**src/hw/rtl/scbs_pkg.sv**
```systemverilog
package scbs_pkg;

  localparam int SIZE_W      = 38;
  localparam int LEN_W       = 6;
  localparam int CLASS_W     = 10;
  localparam int START_W     = CLASS_W + 1;
  localparam int NUM_CLASSES = 1024;
  localparam int WORD_BITS   = 64;
  localparam int BIT_IDX_W   = 6;
  localparam int WORD_COUNT  = (NUM_CLASSES + WORD_BITS - 1) / WORD_BITS;
  localparam int WORD_IDX_W  = $clog2(WORD_COUNT);

  localparam logic [1:0] MODE_MARK   = 2'd0;
  localparam logic [1:0] MODE_CLEAR  = 2'd1;
  localparam logic [1:0] MODE_SEARCH = 2'd2;

  typedef enum logic [1:0] {
    ST_IDLE,
    ST_CLASS,
    ST_SCAN,
    ST_DONE
  } state_t;

  typedef logic [WORD_BITS-1:0] word_t;

  // Index of the single set bit of a one-hot word (0 when the word is empty).
  function automatic logic [BIT_IDX_W-1:0] onehot_index(input word_t onehot);
    logic [BIT_IDX_W-1:0] idx;
    idx = '0;
    for (int i = 0; i < WORD_BITS; i++) begin
      if (onehot[i]) begin
        idx = idx | BIT_IDX_W'(i);
      end
    end
    return idx;
  endfunction

endpackage

```
**src/hw/rtl/scbs_class_unit.sv**
```systemverilog
module scbs_class_unit (
  input  logic                         clk,
  input  logic                         rst,
  input  logic                         start,
  input  logic [scbs_pkg::SIZE_W-1:0]  size,
  output logic                         done,
  output logic [scbs_pkg::CLASS_W-1:0] size_class
);

  logic                        busy;
  logic [scbs_pkg::SIZE_W-1:0] x;
  logic [scbs_pkg::LEN_W-1:0]  len;

  // Normalize the size left until the leading one sits at the top bit,
  // four places a step while the top nibble is empty, then one place a step.
  always_ff @(posedge clk) begin
    if (rst) begin
      busy <= 1'b0;
      done <= 1'b0;
    end else begin
      done <= 1'b0;
      if (start) begin
        busy <= 1'b1;
      end else if (busy) begin
        if (x == '0) begin
          busy <= 1'b0;
          done <= 1'b1;
        end else if (x[scbs_pkg::SIZE_W-1 -: 4] == 4'd0) begin
        end else if (!x[scbs_pkg::SIZE_W-1]) begin
        end else begin
          busy <= 1'b0;
          done <= 1'b1;
        end
      end
    end
  end

  always_ff @(posedge clk) begin
    if (start) begin
      x   <= size;
      len <= scbs_pkg::LEN_W'(scbs_pkg::SIZE_W);
    end else if (busy) begin
      if (x == '0) begin
        size_class <= '0;
      end else if (x[scbs_pkg::SIZE_W-1 -: 4] == 4'd0) begin
        x   <= x << 4;
        len <= len - scbs_pkg::LEN_W'(4);
      end else if (!x[scbs_pkg::SIZE_W-1]) begin
        x   <= x << 1;
        len <= len - scbs_pkg::LEN_W'(1);
      end else begin
        // Class is the bit length, then the four bits below the leading one.
        size_class <= scbs_pkg::CLASS_W'({len, x[scbs_pkg::SIZE_W-2 -: 4]});
      end
    end
  end

endmodule

```
**src/hw/rtl/size_class_bitmap_search.sv**
```systemverilog
// Size-class index for a segregated-fit allocator. Each item carries a mode
// and a byte size; the size maps to a class (bit length times 16 plus the four
// bits below the leading one, 0 for size 0). Mode 0 marks that class available,
// mode 1 clears it, mode 2 returns the lowest available class above it, and
// mode 3 only reports the class. Every item gives exactly one result. The
// block takes one item at a time: the class normalizer shifts 4 bits and then
// 1 bit per cycle; a search then scans one 64-bit word of the 1024-bit
// availability bitmap per cycle until it finds a set bit or reaches the last
// word; the result is then presented and held until taken. The bitmap clears
// in the reset cycle, so no warm-up follows reset.
module size_class_bitmap_search (
  input  logic                         clk,
  input  logic                         rst,
  input  logic                         in_valid,
  output logic                         in_ready,
  input  logic [1:0]                   mode,
  input  logic [scbs_pkg::SIZE_W-1:0]  size,
  output logic                         out_valid,
  input  logic                         out_ready,
  output logic [scbs_pkg::CLASS_W-1:0] size_class,
  output logic                         found,
  output logic [scbs_pkg::CLASS_W-1:0] found_class
);

  scbs_pkg::state_t state, state_next;

  logic                             accept;
  logic                             cu_done;
  logic [scbs_pkg::CLASS_W-1:0]     cu_class;
  logic [1:0]                       mode_q;
  logic [scbs_pkg::START_W-1:0]     start_cls;
  logic                             start_ok;
  logic [scbs_pkg::WORD_IDX_W-1:0]  blk;
  logic [scbs_pkg::BIT_IDX_W-1:0]   bit_off;
  logic                             first;
  scbs_pkg::word_t                  bitmap [scbs_pkg::WORD_COUNT];
  scbs_pkg::word_t                  scan_word;
  scbs_pkg::word_t                  scan_onehot;
  logic                             scan_hit;
  logic                             scan_last;
  logic [scbs_pkg::CLASS_W-1:0]     cand;

  assign accept    = in_valid && in_ready;
  assign in_ready  = (state == scbs_pkg::ST_IDLE);
  assign out_valid = (state == scbs_pkg::ST_DONE);

  scbs_class_unit u_class (
    .clk        (clk),
    .rst        (rst),
    .start      (accept),
    .size       (size),
    .done       (cu_done),
    .size_class (cu_class)
  );

  assign start_cls = scbs_pkg::START_W'(cu_class) + scbs_pkg::START_W'(1);
  assign start_ok  = start_cls < scbs_pkg::START_W'(scbs_pkg::NUM_CLASSES);

  // Mask off bits below the start position in the first word only.
  assign scan_word   = bitmap[blk] & (first ? ({scbs_pkg::WORD_BITS{1'b1}} << bit_off)
                                            : {scbs_pkg::WORD_BITS{1'b1}});
  assign scan_onehot = scan_word & (~scan_word + scbs_pkg::WORD_BITS'(1));
  assign scan_hit    = (scan_word != '0);
  assign scan_last   = (blk == scbs_pkg::WORD_IDX_W'(scbs_pkg::WORD_COUNT - 1));
  assign cand        = scbs_pkg::CLASS_W'({blk, scbs_pkg::onehot_index(scan_onehot)});

  always_comb begin
    state_next = state;
    unique case (state)
      scbs_pkg::ST_IDLE: begin
        if (accept) state_next = scbs_pkg::ST_CLASS;
      end
      scbs_pkg::ST_CLASS: begin
        if (cu_done) begin
          if (mode_q == scbs_pkg::MODE_SEARCH && start_ok) begin
            state_next = scbs_pkg::ST_SCAN;
          end else begin
            state_next = scbs_pkg::ST_DONE;
          end
        end
      end
      scbs_pkg::ST_SCAN: begin
        if (scan_hit || scan_last) state_next = scbs_pkg::ST_DONE;
      end
      scbs_pkg::ST_DONE: begin
        if (out_ready) state_next = scbs_pkg::ST_IDLE;
      end
      default: state_next = scbs_pkg::ST_IDLE;
    endcase
  end

  always_ff @(posedge clk) begin
    if (rst) begin
      state <= scbs_pkg::ST_IDLE;
    end else begin
      state <= state_next;
    end
  end

  always_ff @(posedge clk) begin
    if (rst) begin
      for (int i = 0; i < scbs_pkg::WORD_COUNT; i++) begin
        bitmap[i] <= '0;
      end
    end else if (state == scbs_pkg::ST_CLASS && cu_done &&
                 scbs_pkg::START_W'(cu_class) < scbs_pkg::START_W'(scbs_pkg::NUM_CLASSES)) begin
      if (mode_q == scbs_pkg::MODE_MARK) begin
        bitmap[cu_class[scbs_pkg::BIT_IDX_W +: scbs_pkg::WORD_IDX_W]]
          [cu_class[scbs_pkg::BIT_IDX_W-1:0]] <= 1'b1;
      end else if (mode_q == scbs_pkg::MODE_CLEAR) begin
        bitmap[cu_class[scbs_pkg::BIT_IDX_W +: scbs_pkg::WORD_IDX_W]]
          [cu_class[scbs_pkg::BIT_IDX_W-1:0]] <= 1'b0;
      end
    end
  end

  always_ff @(posedge clk) begin
    if (accept) begin
      mode_q <= mode;
    end
    if (state == scbs_pkg::ST_CLASS && cu_done) begin
      size_class  <= cu_class;
      found       <= 1'b0;
      found_class <= '0;
      blk         <= start_cls[scbs_pkg::BIT_IDX_W +: scbs_pkg::WORD_IDX_W];
      bit_off     <= start_cls[scbs_pkg::BIT_IDX_W-1:0];
      first       <= 1'b1;
    end
    if (state == scbs_pkg::ST_SCAN) begin
      first <= 1'b0;
      if (scan_hit) begin
        // Drop a hit that lands past the last class.
        if (scbs_pkg::START_W'(cand) < scbs_pkg::START_W'(scbs_pkg::NUM_CLASSES)) begin
          found       <= 1'b1;
          found_class <= cand;
        end
      end else if (!scan_last) begin
        blk <= blk + scbs_pkg::WORD_IDX_W'(1);
      end
    end
  end

  a_leave_idle: assert property (@(posedge clk) disable iff (rst)
    accept |=> !in_ready)
    else $error("accepted item did not leave idle");

  a_out_not_ready: assert property (@(posedge clk) disable iff (rst)
    out_valid |-> !in_ready)
    else $error("input ready while a result is held");

  a_found_above: assert property (@(posedge clk) disable iff (rst)
    (out_valid && found) |-> (found_class > size_class))
    else $error("found class not above the size class");

  a_not_found_zero: assert property (@(posedge clk) disable iff (rst)
    (out_valid && !found) |-> (found_class == '0))
    else $error("found class nonzero without a hit");

  a_class_done_state: assert property (@(posedge clk) disable iff (rst)
    cu_done |-> (state == scbs_pkg::ST_CLASS))
    else $error("class unit finished outside the class phase");

endmodule

```
**config.mk**
```make
export PLATFORM = sky130hd
export DESIGN_NAME = size_class_bitmap_search
export DESIGN_NICKNAME = d
export VERILOG_FILES = /design/src/hw/rtl/scbs_pkg.sv /design/src/hw/rtl/scbs_class_unit.sv /design/src/hw/rtl/size_class_bitmap_search.sv
export SDC_FILE = /design/constraint.sdc
export NUM_CORES = 2
export LEC_CHECK = 0
export BUFFER_PORTS_ARGS = -buffer_cell sky130_fd_sc_hd__buf_4
export CAP_MARGIN = 20
export CORE_MARGIN = 4
export CORE_UTILIZATION = 30
export DETAILED_ROUTE_END_ITERATION = 8
export PLACE_DENSITY = 0.54
export SLEW_MARGIN = 10
export SYNTH_ARGS = -nofsm -noshare
export SYNTH_HDL_FRONTEND = slang
export SYNTH_SLANG_ARGS = --single-unit
export TNS_END_PERCENT = 100
```
**constraint.sdc**
```tcl
create_clock -name clk -period 7.4 [get_ports clk]
set_input_delay 1.48 -clock clk [delete_from_list [all_inputs] [get_ports clk]]
set_output_delay 1.48 -clock clk [all_outputs]
set_load 0.01 [all_outputs]
```
After elaboration in Yosys (flattened, before gate mapping)
Memories as Yosys holds them, arrays and structs flattened. A register that Yosys moved wholly into a read port is not among the register bits.
Index checks and enable logic that the tools add are counted.

operators by class
  magnitude comparators = 3
  reductions and logical operators = 20
  bitwise operators = 68
  add/subtract/negate cells = 5
  eq/ne operators = 14
  mux-type cells = 258
  shift-type cells = 1

operator list
  cell                                                         number
  two-way mux 38 bit                                           15
  two-way mux 64 bit                                           5
  two-way mux 6 bit                                            46
  two-way mux 10 bit                                           20
  bitwise AND 64 bit                                           2
  two-way mux 1 bit                                            122
  two-way mux 5 bit                                            16
  adder 64 x 1 -> 64 bit (second input constant)               1
  two-way mux 4 bit                                            16
  NOT 64 bit                                                   1
  bitwise OR 1 bit                                             64
  nonzero test 64 bit                                          1
  OR reduction 64 bit                                          1
  left shift 64 x 6 -> 64 bit (first input constant)           1
  logical NOT 38 bit                                           1
  two-way mux 2 bit                                            12
  two-way mux 3 bit                                            4
  adder 10 x 1 -> 11 bit (second input constant)               1
  less-than comparator 11 bit (second input constant)          1
  one-hot mux 2 bit (4 select lines)                           1
  AND reduction 4 bit                                          2
  less-than comparator 6 x 7 -> 1 bit (second input constant)  1
  demux 1 bit (select 6 bit)                                   1
  equality test 2 bit (second input constant)                  3
  21 further kinds                                             31

storage, ports and cells
  word-level logic and storage cells = 384
  bits in registers = 92
  bits in writable memories = 1024
  memories kept = 1
  output and inout port bits = 23
  input port bits = 44

memory list
  memory  depth  bits a word  rd ports  clocked after memory_dff  write ports  RTL line                        RTL
  bitmap  16     64           1         1                         16           size_class_bitmap_search.sv:36  scbs_pkg::word_t bitmap [scbs_pkg::WORD_COUNT];

Depth between registers and ports, before layout
  depth after elaboration = 74
  gate-level depth with buffers = 18
  mapped depth without buffers = 11

Cells and area by module
A second synthesis with hierarchy kept.

unflattened totals
  cell total of the unflattened synthesis = 5564
  area, all modules = 60236.5 um2

modules (own cells, without submodules)
  module                    seq. area each (um2)  cells an instance  times used  area each (um2)
  size_class_bitmap_search  31650.4               5274               1           57373.8
  scbs_class_unit           1601.5                290                1           2862.7

Worst setup path after synthesis
Ideal clock, no wire load.

  path kind = register to register
  from = register blk[1] in the netlist's numbering
  to = register blk[0] in the netlist's numbering
  slack = 3.835 ns
  cell stages (with the launch flop) = 16
  required time = 7.278 ns
  data arrival time = 3.443 ns
  clock period less this slack = 3.565 ns
  library setup time = 0.122 ns
  path buffers = 5
  cells stage by stage = dfxtp_1 -> buf_4 -> buf_6 -> buf_4 -> buf_4 -> mux4_2 -> o2111ai_1 -> o31ai_1 -> nor4_1 -> nand4_2 -> nor4_4 -> and4_1 -> buf_6 -> nand2_4 -> and3_4 -> a311o_1

between the ends
  cells in the longest elaborated chain, start to end = 7

RTL lines
  element                         RTL line                         RTL
  from (decl)                     size_class_bitmap_search.sv:33   logic [scbs_pkg::WORD_IDX_W-1:0] blk;
  from (signal assigned)          size_class_bitmap_search.sv:125  blk <= start_cls[scbs_pkg::BIT_IDX_W +: scbs_pkg::WORD_IDX_W];
  from (signal assigned)          size_class_bitmap_search.sv:138  blk <= blk + scbs_pkg::WORD_IDX_W'(1);
  equality test 4 bit             size_class_bitmap_search.sv:64   assign scan_last = (blk == scbs_pkg::WORD_IDX_W'(scbs_pkg::WORD_COUNT - 1));
  two-way mux 4 bit               size_class_bitmap_search.sv:137  end else if (!scan_last) begin
  two-way mux 4 bit               size_class_bitmap_search.sv:131  if (scan_hit) begin
  two-way mux 4 bit               size_class_bitmap_search.sv:129  if (state == scbs_pkg::ST_SCAN) begin
  two-way mux 4 bit               size_class_bitmap_search.sv:131
  two-way mux 4 bit (2 in a row)  size_class_bitmap_search.sv:129

Every way passes these cells. The select of a mux whose other input is x is not followed.
A chain may end at the register's enable or synchronous reset.

==> impl_metrics.env <==
export IMPL_status="completed"
export IMPL_globalRoute_totalOverflow=0
export IMPL_grt_use_met1_pct=27.4
export IMPL_drive_gt1_share_pct=10.5
export IMPL_synth_edf_count=1090
export IMPL_hold_start="found"
export IMPL_r2r_end="found_class[3]"
export IMPL_clock_fmax_mhz=183
export IMPL_reg2reg_depth=11
export IMPL_syn2layout_area_growth_pct=10.9
export IMPL_fin_crit_ps=5470
export IMPL_max_cap_viol_count=0
export IMPL_synth_seq_area_share_pct=55.2
export IMPL_grt_util_met2_pct=31.9
export IMPL_drt_total_wl_mm=218
export IMPL_cp_arrival_ps=6110
export IMPL_async_reset_ff_share_pct=0
export IMPL_ys_ff_latch=1116
export IMPL_htreeDepth=4
export IMPL_endpoint_kind="flop"
export IMPL_drt_first_pass_iters=9
export IMPL_clockPowerShare_pct=30.3
export IMPL_worst_ep_required_time_ps=8040
export IMPL_holdWs_ps=461
export IMPL_die_w_um=456
export IMPL_num_nets_final=5234
export IMPL_remaining_drc_errors=0
export IMPL_syn_num_nets=5598
export IMPL_irDropWorstVdd_v=0.000299
export IMPL_start_util_pct=30.2
export IMPL_std_cell_rows=164
export IMPL_numCtsBuffers=134
export IMPL_p_int_mw=12.9
export IMPL_portBuffers=66
export IMPL_insertion_delay_ps=780
export IMPL_clockBufferDepth=3
export IMPL_top_usage_layer="met2"
export IMPL_synth_area_um2=60200
export IMPL_tritoncts="yes"
export IMPL_globalplace_congestion=0.987
export IMPL_tightest_slew_ps=1180
export IMPL_grt_usage_pct=20.2
export IMPL_switching_share_pct=36.6
export IMPL_clock_sinks=1116
export IMPL_cts_root_buf="clkbuf_16"
export IMPL_wl_per_cell_um=27.5
export IMPL_slew_headroom_pct=21.3
export IMPL_dp_slack_ps=2060
export IMPL_multi_input_area_um2=24300
export IMPL_holdPathEnd="found"
export IMPL_power_density_nw_per_um2=305
export IMPL_drt_initial_drc_count=5691
export IMPL_regArea_um2=33300
export IMPL_hold_violations=0
export IMPL_vias=45000
export IMPL_synth_avg_cell_area_um2=10.9
export IMPL_r2r_start="blk[0]"
export IMPL_critical_path_class="flop to flop"
export IMPL_viasPerCell=5.66
export IMPL_die_area_um2=208000
export IMPL_hold_path_cell_count=1
export IMPL_antenna_found_initial=7
export IMPL_design_core_area_um2=200000
export IMPL_ys_types=95
export IMPL_dpl_hpwl_mm=124
export IMPL_dieHeight_um=456
export IMPL_worst_setup_path_start_kind="flop"
export IMPL_rrSetupSlack_ps=1930
export IMPL_grt_pass1_wl_mm=313
export IMPL_fillerInstances=19800
export IMPL_grt_pass1_vias=43200
export IMPL_fin_ws_ps=1930
export IMPL_finalClockSkew_ps=25.9
export IMPL_postCtsSetupBuffers=0
export IMPL_ios=67
export IMPL_final_antenna_net_count=0
export IMPL_rsz0062_at_grt="false"
export IMPL_final_min_period_over_clock_period_pct=73.9
export IMPL_cts_resized=0
export IMPL_setup_viol=0
export IMPL_fin_setup_tns_ps=0
export IMPL_yosys_warnings=0
export IMPL_critical_path_max_fanout=42
export IMPL_switchingPower_mw=7.46
export IMPL_hold_buffers=0
export IMPL_power_mw=20.4
export IMPL_p_seq_share_pct=37.6
export IMPL_netlist_instances=5546
export IMPL_comb_power_share_pct=32.2
export IMPL_synth_main_ff_cell="edfxtp_1"
export IMPL_clk_pin_slew_ps=60
export IMPL_hp_class="flop to flop"
export IMPL_grtUsageMet3_pct=4.03
export IMPL_p_leak_nw=20.9
export IMPL_grt_max_degree=123
export IMPL_slew_viol_final=0
## cells by family after synthesis
| kind of cell | count (synthesis) | share of synthesized area [%] |
|---|---|---|
| AOI/OAI and AO/OA | 1540 | 18.4 |
| xor gates and xnor gates | 12 | 0.174 |
| muxes | 461 | 8.82 |
| buffers and inverters | 722 | 5.18 |
| and+or+nand+nor | 1687 | 12.0 |
| adders and majority gates | 8 | 0.166 |
| DFF | 1116 | 55.2 |
## cells in the final DEF, fill, tap and decap left out, types with 15 or more instances in the layout
cell type	n
o21ai_0	91
a22oi_1	110
clkinv_2	16
o22ai_1	21
mux2i_1	359
nor4_1	24
nand3_1	59
nand2_1	233
clkinv_1	25
mux4_2	51
nor3b_1	38
inv_1	25
edfxtp_1	1090
clkbuf_1	37
a221oi_1	16
nor2_1	1106
o21bai_1	1026
nand4_1	32
nor2b_1	27
a211oi_1	26
nand3_4	15
a21oi_1	132
buf_4	161
mux2_2	51
clkbuf_16	141
dfxtp_1	22
nor3_1	25
## worst max path at each step
stage | start | to | slack [ps] | cells past startpoint
global placement | blk[0] | found_class[3] | 2070 | 11
finish | blk[0] | found_class[3] | 1930 | 11
CTS | blk[0] | found_class[3] | 2040 | 11
floorplan | blk[1] | blk[0] | 3830 | 15
detailed placement | blk[0] | found_class[3] | 2060 | 11
global route | blk[0] | found_class[3] | 1770 | 11
## worst max-delay path, stage by stage (launching register included)
cell	delay [ps]
dfxtp_4	660
buf_4	730
mux4_2	350
nor2b_1	130
a211oi_1	70
a311oi_1	910
and3b_1	400
and3_1	360
a41oi_2	820
or4b_1	560
nor4_1	220
a21oi_1	110
## sequential cells by signal (all words and copies together), names as in the netlist
name	flops
blk	4
u_class.x	38
bitmap	1024
bit_off	6
u_class.done	1
mode_q	2
u_class.len	6
state	2
size_class	10
found_class	10
u_class.size_class	10
u_class.busy	1
first	1
found	1
## power groups by stage
stage,logic [mW],clock network [mW],registers [mW]
after detailed placement,6.39,0,7.79
after CTS,6.41,6.25,7.66
after floorplan,4.17,0,7.59
final,6.56,6.17,7.66
after global placement,6.39,0,7.78
after global routing,6.83,6.50,7.70
## per-layer routing
| metal | part of all wire [%] | vias to the layer above |
|---|---|---|
| li1 | - | 19400 |
| met1 | 41 | 22800 |
| met2 | 45 | 2330 |
| met3 | 9.4 | 500 |
| met4 | 4.1 | 2 |
| met5 | 0.0064 | - |
## stage by stage
stage               area [um2]  utilization (%)  instances
global route             66800             33.5       7935
floorplan                60200                -       5546
CTS                      66300             33.2       7909
detailed placement       62300             31.2       7676
finish                   66800             33.5       7936
global placement         62300             31.2       7676
## cell usage after synthesis (all sizes together) (9+ instances only)
cell type | n | area (um2)
nand4 | 33 | 213
nor3 | 27 | 140
o21ai | 97 | 493
buf | 175 | 1070
a21oi | 132 | 661
a211oi | 26 | 195
mux2 | 51 | 574
and3 | 13 | 86.3
edfxtp | 1090 | 32700
o31ai | 12 | 90.1
nand2b | 18 | 113
nor4 | 30 | 236
nor3b | 40 | 305
clkbuf | 520 | 1950
and2 | 18 | 113
nand2 | 244 | 926
mux2i | 359 | 3590
nor2 | 1114 | 4180
nand3 | 74 | 370
inv | 27 | 101
a21o | 9 | 67.6
a31oi | 14 | 87.6
dfxtp | 26 | 521
mux4 | 51 | 1150
o22ai | 21 | 131
a221oi | 17 | 155
o21bai | 1026 | 7700
nor2b | 31 | 194
a22oi | 110 | 826
## area by class of cell
class | count | share of cell area [%]
clock buffer | 180 | 5.49
clock inverter | 53 | 0.459
antenna | 1 | 0.00374
multi-input combinational | 3708 | 36.3
sequential | 1116 | 49.8
timing repair buffer | 195 | 2.86
tap | 2656 | 4.97
inverter | 27 | 0.152
Note: power is estimated with default switching activity, not from simulation.
